--- src/hw/rtl/text_console_writer_macros.svh ---
// Assertion macros for the text console writer.
// Included by the top level; has no other dependencies.
`ifndef TEXT_CONSOLE_WRITER_MACROS_SVH
`define TEXT_CONSOLE_WRITER_MACROS_SVH

`ifndef NO_ASSERTIONS
// The consequent must hold in the cycle after the antecedent.
`define TCW_ASSERT_NEXT(lbl, ante, cons, msg) \
  lbl: assert property (@(posedge clk_i) disable iff (!rst_ni) (ante) |=> (cons)) \
    else $error(msg);
// The consequent must hold in the same cycle as the antecedent.
`define TCW_ASSERT_SAME(lbl, ante, cons, msg) \
  lbl: assert property (@(posedge clk_i) disable iff (!rst_ni) (ante) |-> (cons)) \
    else $error(msg);
`else
`define TCW_ASSERT_NEXT(lbl, ante, cons, msg)
`define TCW_ASSERT_SAME(lbl, ante, cons, msg)
`endif

`endif

--- src/hw/rtl/tcw_pkg.sv ---
// Shared types and constants of the text console writer.
// No dependencies; used by the controller, the datapath and the top level.
package tcw_pkg;

  // Default screen geometry.
  localparam int unsigned COLS_DEF = 80;
  localparam int unsigned ROWS_DEF = 25;

  // Cell and character constants.
  localparam logic [15:0] BLANK_CELL = 16'h0F20;
  localparam logic [7:0]  CH_NL      = 8'h0A;
  localparam logic [7:0]  CH_CR      = 8'h0D;
  localparam logic [7:0]  CH_TAB     = 8'h09;
  localparam logic [7:0]  CH_SPACE   = 8'h20;
  localparam int unsigned TAB_STOP   = 4;

  // Operation codes.
  typedef enum logic [1:0] {
    FUNC_PUT    = 2'd0,
    FUNC_SCROLL = 2'd1,
    FUNC_CLEAR  = 2'd2,
    FUNC_READ   = 2'd3
  } func_e;

  typedef struct packed {
    func_e       func;
    logic [7:0]  char_code;
    logic [7:0]  attribute;
    logic [7:0]  line_count;
    logic [10:0] cell_index;
  } req_t;

  typedef struct packed {
    logic [10:0] cursor_pos;
    logic [15:0] cell_data;
  } rsp_t;

  // Cursor update requested by the controller.
  typedef enum logic [2:0] {
    CUR_NONE   = 3'd0,
    CUR_ADV    = 3'd1,
    CUR_NL     = 3'd2,
    CUR_CR     = 3'd3,
    CUR_SCROLL = 3'd4
  } cur_op_e;

  // Source of the row offset for a store sweep.
  typedef enum logic [1:0] {
    SWP_ROW   = 2'd0,
    SWP_LINES = 2'd1,
    SWP_ALL   = 2'd2
  } sweep_kind_e;

  typedef struct packed {
    logic        item_start;
    logic        rd_req;
    logic [10:0] rd_addr;
    logic        put_we;
    logic [15:0] put_cell;
    cur_op_e     cur_op;
    logic        lines_load;
    logic [7:0]  lines;
    logic        shift_calc;
    logic        sweep_start;
    sweep_kind_e sweep_kind;
  } dp_cmd_t;

  typedef struct packed {
    logic       last_col;
    logic       last_row;
    logic [1:0] col_phase;
    logic       sweep_done;
  } dp_sts_t;

endpackage

--- src/hw/rtl/tcw_ctrl.sv ---
// Controller of the text console writer: sequences operations, tabs and sweeps.
// Depends on tcw_pkg.
module tcw_ctrl (
  input  logic             clk_i,
  input  logic             rst_ni,
  input  logic             start,
  input  tcw_pkg::req_t    req_i,
  input  tcw_pkg::dp_sts_t sts_i,
  output logic             busy,
  output logic             result_valid_o,
  output tcw_pkg::dp_cmd_t cmd_o
);
  import tcw_pkg::*;

  typedef enum logic [6:0] {
    ST_INIT  = 7'b0000001,
    ST_IDLE  = 7'b0000010,
    ST_TAB   = 7'b0000100,
    ST_MULT  = 7'b0001000,
    ST_SCRL  = 7'b0010000,
    ST_SWEEP = 7'b0100000,
    ST_DONE  = 7'b1000000
  } state_e;

  state_e     state_q, state_d;
  state_e     ret_q, ret_d;
  logic [2:0] tab_cnt_q, tab_cnt_d;
  logic [7:0] attr_q, attr_d;
  logic       wrap;

  // A write at the last cell pushes the screen up by one row.
  assign wrap = sts_i.last_col && sts_i.last_row;

  // Next state and datapath commands.
  always_comb begin
    state_d   = state_q;
    ret_d     = ret_q;
    tab_cnt_d = tab_cnt_q;
    attr_d    = attr_q;
    cmd_o     = '0;
    cmd_o.rd_addr  = req_i.cell_index;
    cmd_o.lines    = req_i.line_count;
    cmd_o.cur_op   = CUR_NONE;
    cmd_o.sweep_kind = SWP_ROW;
    case (state_q)
      ST_INIT: begin
        cmd_o.sweep_start = 1'b1;
        cmd_o.sweep_kind  = SWP_ALL;
        ret_d   = ST_IDLE;
        state_d = ST_SWEEP;
      end
      ST_IDLE: begin
        if (start) begin
          cmd_o.item_start = 1'b1;
          attr_d = req_i.attribute;
          case (req_i.func)
            FUNC_PUT: begin
              case (req_i.char_code)
                CH_NL: begin
                  cmd_o.cur_op = CUR_NL;
                  if (sts_i.last_row) begin
                    cmd_o.sweep_start = 1'b1;
                    ret_d   = ST_DONE;
                    state_d = ST_SWEEP;
                  end else begin
                    state_d = ST_DONE;
                  end
                end
                CH_CR: begin
                  cmd_o.cur_op = CUR_CR;
                  state_d = ST_DONE;
                end
                CH_TAB: begin
                  tab_cnt_d = 3'(TAB_STOP) - {1'b0, sts_i.col_phase};
                  state_d   = ST_TAB;
                end
                default: begin
                  cmd_o.put_we   = 1'b1;
                  cmd_o.put_cell = {req_i.attribute, req_i.char_code};
                  cmd_o.cur_op   = CUR_ADV;
                  if (wrap) begin
                    cmd_o.sweep_start = 1'b1;
                    ret_d   = ST_DONE;
                    state_d = ST_SWEEP;
                  end else begin
                    state_d = ST_DONE;
                  end
                end
              endcase
            end
            FUNC_SCROLL: begin
              if (req_i.line_count == 8'd0) begin
                state_d = ST_DONE;
              end else begin
                cmd_o.lines_load = 1'b1;
                state_d = ST_MULT;
              end
            end
            FUNC_CLEAR: begin
              cmd_o.sweep_start = 1'b1;
              cmd_o.sweep_kind  = SWP_ALL;
              ret_d   = ST_DONE;
              state_d = ST_SWEEP;
            end
            FUNC_READ: begin
              cmd_o.rd_req = 1'b1;
              state_d = ST_DONE;
            end
            default: state_d = ST_DONE;
          endcase
        end
      end
      // One space per cycle until the tab stop is reached; a write to the last cell pauses it for a sweep.
      ST_TAB: begin
        cmd_o.put_we   = 1'b1;
        cmd_o.put_cell = {attr_q, CH_SPACE};
        cmd_o.cur_op   = CUR_ADV;
        tab_cnt_d = tab_cnt_q - 3'd1;
        if (wrap) begin
          cmd_o.sweep_start = 1'b1;
          ret_d   = (tab_cnt_q == 3'd1) ? ST_DONE : ST_TAB;
          state_d = ST_SWEEP;
        end else if (tab_cnt_q == 3'd1) begin
          state_d = ST_DONE;
        end
      end
      ST_MULT: begin
        cmd_o.shift_calc = 1'b1;
        state_d = ST_SCRL;
      end
      ST_SCRL: begin
        cmd_o.sweep_start = 1'b1;
        cmd_o.sweep_kind  = SWP_LINES;
        cmd_o.cur_op      = CUR_SCROLL;
        ret_d   = ST_DONE;
        state_d = ST_SWEEP;
      end
      ST_SWEEP: begin
        if (sts_i.sweep_done) begin
          state_d = ret_q;
        end
      end
      ST_DONE: begin
        state_d = ST_IDLE;
      end
      default: state_d = ST_INIT;
    endcase
  end

  // State registers; the attribute is payload.
  always_ff @(posedge clk_i or negedge rst_ni) begin
    if (!rst_ni) begin
      state_q   <= ST_INIT;
      ret_q     <= ST_IDLE;
      tab_cnt_q <= 3'd0;
    end else begin
      state_q   <= state_d;
      ret_q     <= ret_d;
      tab_cnt_q <= tab_cnt_d;
    end
  end

  always_ff @(posedge clk_i) begin
    attr_q <= attr_d;
  end

  assign busy           = (state_q != ST_IDLE);
  assign result_valid_o = (state_q == ST_DONE);

endmodule

--- config.mk ---
export PLATFORM = sky130hd
export DESIGN_NAME = tcw_ctrl
export DESIGN_NICKNAME = d
export VERILOG_FILES = /design/src/hw/rtl/text_console_writer_macros.svh /design/src/hw/rtl/tcw_pkg.sv /design/src/hw/rtl/tcw_ctrl.sv
export SDC_FILE = /design/constraint.sdc
export NUM_CORES = 1
export LEC_CHECK = 0
export BUFFER_PORTS_ARGS = -buffer_cell sky130_fd_sc_hd__clkbuf_2
export CORE_MARGIN = 3
export CORE_UTILIZATION = 40
export CTS_BUF_LIST = sky130_fd_sc_hd__clkbuf_16
export DETAILED_ROUTE_END_ITERATION = 7
export PLACE_DENSITY = 0.74
export SLEW_MARGIN = 0
export SYNTH_ARGS = -nofsm -noshare
export SYNTH_HDL_FRONTEND = slang
export SYNTH_SLANG_ARGS = --single-unit
--- constraint.sdc ---
create_clock -name clk_i -period 3 [get_ports clk_i]
set_input_delay 0.3 -clock clk_i [delete_from_list [all_inputs] [get_ports clk_i]]
set_output_delay 0.3 -clock clk_i [all_outputs]
set_load 0.01 [all_outputs]
Word-level counts from Yosys, hierarchy flattened

Cells that the tools add are included.

Word-level logic and storage cells: 86
Input port bits: 45
Output and inout bits: 48
Register bits: 25

Eq/ne operators: 25
Muxes and demuxes: 43
Reduce and logical (&&, ||, !) cells: 12
Add/subtract/negate cells: 2

Operators by type and width:

| kind                 | count |
|---|---|
| $mux W7              | 12 |
| $pmux W7 S4          | 2 |
| $pmux W7 S6          | 1 |
| $pmux W17 S2         | 1 |
| $pmux W7 S2          | 2 |
| $eq A8 B4 Y1 const B | 3 |
| $mux W21             | 1 |
| $pmux W7 S3          | 1 |
| $mux W20             | 1 |
| $mux W17             | 1 |
| $mux W3              | 4 |
| $pmux W2 S3          | 2 |
| $pmux W3 S3          | 1 |
| $logic_not A8 Y1     | 1 |
| $eq A7 B1 Y1 const B | 1 |
| $eq A7 B2 Y1 const B | 1 |
| $eq A7 B3 Y1 const B | 1 |
| $eq A7 B4 Y1 const B | 1 |
| $eq A7 B5 Y1 const B | 1 |
| $eq A7 B6 Y1 const B | 1 |
| $eq A7 B7 Y1 const B | 1 |
| $mux W1              | 7 |
| $ne A7 B2 Y1 const B | 1 |
| $reduce_and A7 Y1    | 1 |
| 24 further kinds     | 33 |

Depth between registers and ports, before layout

Gate-level depths: netlist of the first run.

Depth in word-level cells: 6
Depth in mapped cells: 7
Mapped depth without buffers: 6

Least setup slack after synthesis of the first run

No wires, ideal clock.

Kind: reg-to-output
Start: register state_q[5]
End: output cmd_o[16] (netlist name)
Arrival: 2.116 ns
Cell stages (with the launch flop): 7
Slack: 0.584 ns
Data required time: 2.700 ns
Buffers on the path: 2
Cell sequence: dfrtp_1 > or4_1 > buf_6 > or4_4 > nor2_4 > buf_4 > and2_1

RTL lines:

| element                | line            | RTL |
|---|---|---|
| start, declared        | tcw_ctrl.sv:25  | `state_e state_q, state_d;` |
| start signal, assigned | tcw_ctrl.sv:157 | `state_q <= state_d;` |
| end, declared          | tcw_ctrl.sv:11  | `output tcw_pkg::dp_cmd_t cmd_o` |

==> summary.md, run 1 <==
| Metric | Value |
|---|---|
| Worst-path cell chain | `or4_1 > or4_4 > nor2_4 > a22o_1 > clkbuf_2` |
| Power Internal | `702.9 uW` |
| Top-count cell post-synth | `buf_4` |
| Slew Limit Headroom | `0.6492` |
| Cts bufs inserted | `3` |
| Area leader, netlist | `dfrtp_1` |
| Ranking of synthesized cells by area | `dfrtp_1 17%, edfxtp_1 15%, buf_4 9.6%` |
| Worst VDD drop | `246.2 uV` |
| Initial antenna violation count | `0` |
| Syn-to-layout area delta | `20.56%` |
| Max Cap Viol | `0` |
| Total Routed Length | `approximately 4 mm` |
| Number of global-route vias before repair | `1298` |
| Die Y | `around 70 um` |
| Flop pwr share | `0.352` |
| Synth cell types | `63` |
| Initial detailed-routing violation count | `93` |
| Syn nets | `215` |
| Antenna viol nets, final | `0` |
| Synth async-reset ratio | `0.6190` |
| Max-slew violations | `0` |
| Period utilisation layout | `0.9461` |
| DRT Pass-1 Iters | `4` |
| GRT Residual Overflow | `0` |
| Routed len/inst | `14.64 um` |
| Synthesized instance count | `167` |
| Die area | `4929 sq um` |
| Max incr delay on CP | `0.62 ns` |
| Initial Utilization | `0.4310` |
| CTS tree | `done` |
| Syn Area/Cell | `just under 10 sq um` |
| # DRC | `0` |
| First-pass GRT wire length | `6.044 mm` |
| PortBufs | `70` |
| Worst reg-to-reg path cell count | `6` |
| Cell Pwr Density | `526.4 nW/um^2` |
| CTS Root Buffer Type | `clkbuf_16` |
| Net Switching | `343.8 uW` |
| Layout fillers | `348` |
| CP max-delay cell | `or4_4` |
| Row Count | `22` |
| Post-Syn Area | `roughly 1600 sq um` |
| Hold depth | `1` |
| CP Capture Type | `primary output` |
| TritonCTS Sinks | `21` |
| Final Instance Area | `1988 sq um` |
| ANT cells | `0` |
| Status | `completed` |
| Buffers from clock root to sink, at most | `2` |
| Switching share of power | `0.3285` |
| Core Area | `3826 sq um` |
| Hold Crit Class | `primary input to flip-flop` |
| Final Hold Fails | `0` |
| Hold Startpoint | `req_i[21]` |
| WP data arrival | `2.54 ns` |
| Setup Skew | `0.002057 ns` |
| RR Startpoint | `state_q[3]` |
| Vias per Instance | `5.466` |
| Seq/Total Area, Yosys | `0.3445` |
| Startpoint types | `flip-flop` |
| Synth Warn # | `0` |
| Gpl congestion | `about 0.84` |
| Post_cts resized | `0` |
| Clock latency on the worst-skew pair | `0.25 ns` |
| Area post-placement | `1898 sq um` |
| Leak | `0.0009205 uW` |
| DR vias | `1465` |
| Comb pwr share | `0.377` |
| Post-synth EDFFs | `8` |
| Ys flop type | `dfrtp_1` |
| Hold EP | `attr_q[2]` |
| Final setup violation count | `0` |
| F_max | `352.3 MHz` |
| CP Max Fanout | `15` |
| Setup tns final | `0 ns` |
| Worst-path clk slew | `0.06 ns` |
| Clock power share | `0.270` |
| All-layer global routing usage | `0.1506` |
| Critical path's top delay family | `simple AND/OR/NAND/NOR gates` |
| Final net count | `~270` |
| Worst path required time | `2.70 ns` |
| I/O pin count | `93` |
| Die Wd | `about 70 um` |
| H-tree depth | `1` |
| Buf+Inv Stages, Crit Path | `1` |
| Number of synthesized register bits | `21` |
| Reg2reg setup slack | `0.53 ns` |
| Minimum clock period | `2.838 ns` |
| Slew @ Worst Pin | `0.5129 ns` |
| Synth cell count leaders | `21 x buf_4, 11 x dfrtp_1, 9 x nor2_1` |
| Layout cell share with drive strength beyond 1 | `0.4409` |
| Worst r2r dst | `state_q[2]` |
| Crit path kind | `flip-flop to primary output` |
| RSZ-0062 raised after global routing | `no` |
| Synth top area share | `0.1669` |
| Largest net degree at the start of global routing | `17` |
| HPWL Detailed | `3.170 mm` |
[area by class of cell]
type / count / area (sq um) / share of cell area
multi-input combinational: 113 / 870.8 / 0.4380
clock buffer: 3 / 75.07 / 0.03776
sequential: 21 / 568.0 / 0.2857
clock inverter: 1 / 5.005 / 0.002517
timing repair buffer: 73 / 375.4 / 0.1888
tap: 48 / 60.06 / 0.03021
inverter: 9 / 33.78 / 0.01699
[worst max path at each step]
| stage | from | endpoint | slack [ns] | depth (start not counted) |
|---|---|---|---|---|
| 2_1_floorplan | state_q[5] | cmd_o[16] | 0.58 | 6 |
| 6_report | state_q[3] | cmd_o[31] | 0.16 | 5 |
| 3_3_place_gp | state_q[3] | cmd_o[29] | 0.48 | 5 |
| 5_1_grt | state_q[3] | cmd_o[27] | 0.06 | 5 |
| 4_1_cts | state_q[3] | cmd_o[31] | 0.17 | 5 |
| 3_5_place_dp | state_q[3] | cmd_o[27] | 0.44 | 5 |
[metrics by stage]
| stage | util | setup WS, ns | power [uW] | hold WS (ns) | std cells |
|---|---|---|---|---|---|
| 2_1_floorplan | - | 0.5844 | 680.6 | 0.004409 | 167 |
| 3_3_place_gp | 0.4961 | 0.4798 | 765.0 | 0.2152 | 263 |
| 3_5_place_dp | 0.4961 | 0.4406 | 769.1 | 0.2176 | 263 |
| 4_1_cts | 0.5196 | 0.1719 | 1054 | 0.2361 | 268 |
| 5_1_grt | 0.5196 | 0.06346 | 1101 | 0.2341 | 268 |
| 6_report | 0.5196 | 0.1616 | 1047 | 0.2368 | 268 |
[registers in the layout, indices dropped and copies added (netlist names)]
register,flops
state_q,7
attr_q,8
ret_q,3
tab_cnt_q,3
[layout by cell type, fill, tap and decap left out, types with 2 or more instances in the layout]
master / count
a211oi_1: 3
a21oi_1: 5
a22o_1: 8
a22oi_1: 2
and2_1: 7
and4b_1: 3
buf_4: 2
clkbuf_16: 3
clkbuf_2: 70
dfrtp_1: 11
dfstp_2: 2
edfxtp_1: 8
ha_1: 3
inv_1: 8
mux2_1: 2
nand2_1: 5
nand2b_1: 4
nand3_1: 2
nor2_1: 9
nor2b_1: 2
nor3_1: 2
nor4_1: 7
nor4b_1: 2
o21a_1: 2
o21ai_0: 3
o21ai_1: 5
or4_4: 2
[power groups by stage]
stage	logic, uW	clock network [uW]	registers [uW]
floorplan	314	0	367
global placement	392	0	373
detailed placement	396	0	373
CTS	398	288	368
global route	432	298	372
finish	395	283	369
[routing by layer]
metal	GRT usage	vias up	routed length [um]	share of wire
met1	0.1980	697	1749	0.45
met3	0.01151	8	166	0.042
met4	0.04681	0	46	0.012
met5	0	-	0	0
li1	-	719	-	-
met2	0.2613	41	1960	0.50
[cell families (layout without fill, tap and decap cells)]
kind of cell	Yosys count	after routing	synth area share
adder cells (fa/ha/maj)	3	3	0.02276
AND/OR/NAND/NOR	63	63	0.2648
XOR/XNOR	1	1	0.005312
multiplexers	2	2	0.01366
AO/OA/AOI/OAI	44	44	0.2215
buffers and inverters	33	86	0.1275
flip-flops	21	21	0.3445
[repair_timing]
item,4_1_cts,5_1_grt
buffers inserted,0,0
hold endpoints to repair,11,0
hold buffers,1,0
Power figures use the tool's default switching activity.
==> inputs of run 2 (changes only) <==
- CELL_PAD_IN_SITES_DETAIL_PLACEMENT: default -> 0
- CELL_PAD_IN_SITES_GLOBAL_PLACEMENT: default -> 1
- CORE_UTILIZATION: 40 -> 32
- PLACE_DENSITY: 0.74 -> default
- PLACE_DENSITY_LB_ADDON: default -> 0.1
==> summary.md, run 2 (synthesized netlist as in run 1, its figures left out) <==
| Metric | Value |
|---|---|
| Leading cell type in the layout, fill and taps excluded | `clkbuf_2` |
| Hold Startpoint | `req_i[21]` |
| Setup Skew | `0.01017 ns` |
| Worst VDD drop | `around 220 uV` |
| Row Count | `25` |
| M3 GR Usage | `0.03016` |
| Period utilisation layout | `0.9535` |
| I/O pin count | `93` |
| Status | `completed` |
| Final setup violation count | `0` |
| Initial antenna violation count | `0` |
| Die Y | `77.79 um` |
| Setup tns final | `0 ns` |
| PortBufs | `70` |
| Initial Utilization | `0.3401` |
| Routed len/inst | `15.06 um` |
| HPWL Detailed | `between 3 and 4 mm` |
| F_max | `around 350 MHz` |
| CP Max Fanout | `15` |
| ANT cells | `0` |
| Met2 Usage GRT | `0.2526` |
| Final net count | `270` |
| Crit path from | `state_q[5]` |
| # DRC | `0` |
| Worst-path clk slew | `0.06 ns` |
| Max-slew violations | `0` |
| Max Cap Viol | `0` |
| Global routing usage on met1 | `0.1839` |
| Number of global-route vias before repair | `1537` |
| GRT Residual Overflow | `0` |
| Worst path required time | `about 2.7 ns` |
| CTS Root Buffer Type | `clkbuf_16` |
| All-layer global routing usage | `0.1466` |
| Largest regs | `attr_q x8, state_q x7` |
| Post_cts resized | `0` |
| Cts bufs inserted | `3` |
| Leak | `0.0009311 uW` |
| Slew @ Worst Pin | `0.5095 ns` |
| WP data arrival | `about 2.6 ns` |
| Die area | `6051 sq um` |
| Total power | `1046 uW` |
| CP Capture Type | `primary output` |
| Layout fillers | `500` |
| Slew Limit Headroom | `0.6561` |
| Largest net degree at the start of global routing | `17` |
| CTS tree | `done` |
| Crit path kind | `flip-flop to primary output` |
| RSZ-0062 raised after global routing | `no` |
| Most frequent cells in the layout | `70 x clkbuf_2, 11 x dfrtp_1, 9 x nor2_1` |
| Syn-to-layout area delta | `23.22%` |
| Cell Pwr Density | `514.8 nW/um^2` |
| GR peak layer | `met2` |
| Antenna viol nets, final | `0` |
| Initial detailed-routing violation count | `26` |
| RR Startpoint | `state_q[5]` |
| Buffers from clock root to sink, at most | `2` |
| Startpoint types | `flip-flop` |
| First-pass GRT wire length | `7.258 mm` |
| Total Routed Length | `4.336 mm` |
| Max reg flops | `8` |
| Register with the most flip-flops | `attr_q` |
| Core Area | `4848 sq um` |
| TritonCTS Sinks | `21` |
| Vias per Instance | `5.163` |
| Minimum clock period | `2.861 ns` |
| Final Hold Fails | `0` |
| Layout cell share with drive strength beyond 1 | `0.4434` |
| DRT Pass-1 Iters | `5` |
| H-tree depth | `1` |
| DR vias | `approximately 1500` |
| Clock latency on the worst-skew pair | `around 0.25 ns` |
| Min Hold Slack | `0.2476 ns` |
| Die Wd | `77.79 um` |
| Gpl congestion | `0.8047` |
| Hold Crit Class | `primary input to flip-flop` |
-- run 2: worst paths after layout --
check | to | slack (ns) | cells after the start
max | cmd_o[19] | 0.14 | 6
min | attr_q[2] | 0.25 | 1
max reg2reg | ret_q[6] | 0.43 | 4
min reg2reg | ret_q[2] | 0.51 | 1
max in group asynchronous | ret_q[1] | 2.22 | 2
min in group asynchronous | tab_cnt_q[1] | 0.48 | 2
-- run 2: critical path: stages (launching register included) --
cell	delay (ns)
dfrtp_1	0.41
or4_1	0.72
or4_4	0.65
nor2_4	0.13
buf_12	0.14
and2_1	0.13
clkbuf_2	0.13
-- run 2: stage by stage --
| step | utilization | cell area, sq um | setup slack [ns] | cells |
|---|---|---|---|---|
| finish | 0.4191 | 2032 | 0.1394 | 288 |
| global route | 0.4191 | 2032 | 0.03907 | 288 |
| CTS | 0.4150 | 2012 | 0.02146 | 287 |
| detailed placement | 0.3964 | 1922 | 0.3146 | 282 |
| global placement | 0.3964 | 1922 | 0.3569 | 282 |
| floorplan | - | 1649 | 0.5844 | 167 |
-- run 2: report_power, final --
group / total (uW) / leakage, uW / switching (uW) / internal (uW)
clock network: 278 / 0.0000409 / 98.9 / 179
registers: 373 / 0.000245 / 35.9 / 337
logic: 395 / 0.000645 / 213 / 182
-- run 2: repair_timing --
action	CTS	global route
hold endpoints to repair	11	0
endpoints found under the setup margin	0	15
hold buffers	1	0
buffers inserted	0	1
-- run 2: layout make-up --
class                      count  area (sq um)  share of cell area
multi-input combinational    113         870.8              0.4286
sequential                    21         568.0              0.2796
timing repair buffer          74         395.4              0.1946
tap                           67         83.83             0.04126
clock buffer                   3         75.07             0.03695
inverter                       9         33.78             0.01663
clock inverter                 1         5.005            0.002463
-- run 2: per-layer routing --
layer / wire [um] / part of all wire
met2: 2165 / 0.50
met4: 39 / 0.0090
met5: 0 / 0
met3: 241 / 0.056
met1: 1890 / 0.44
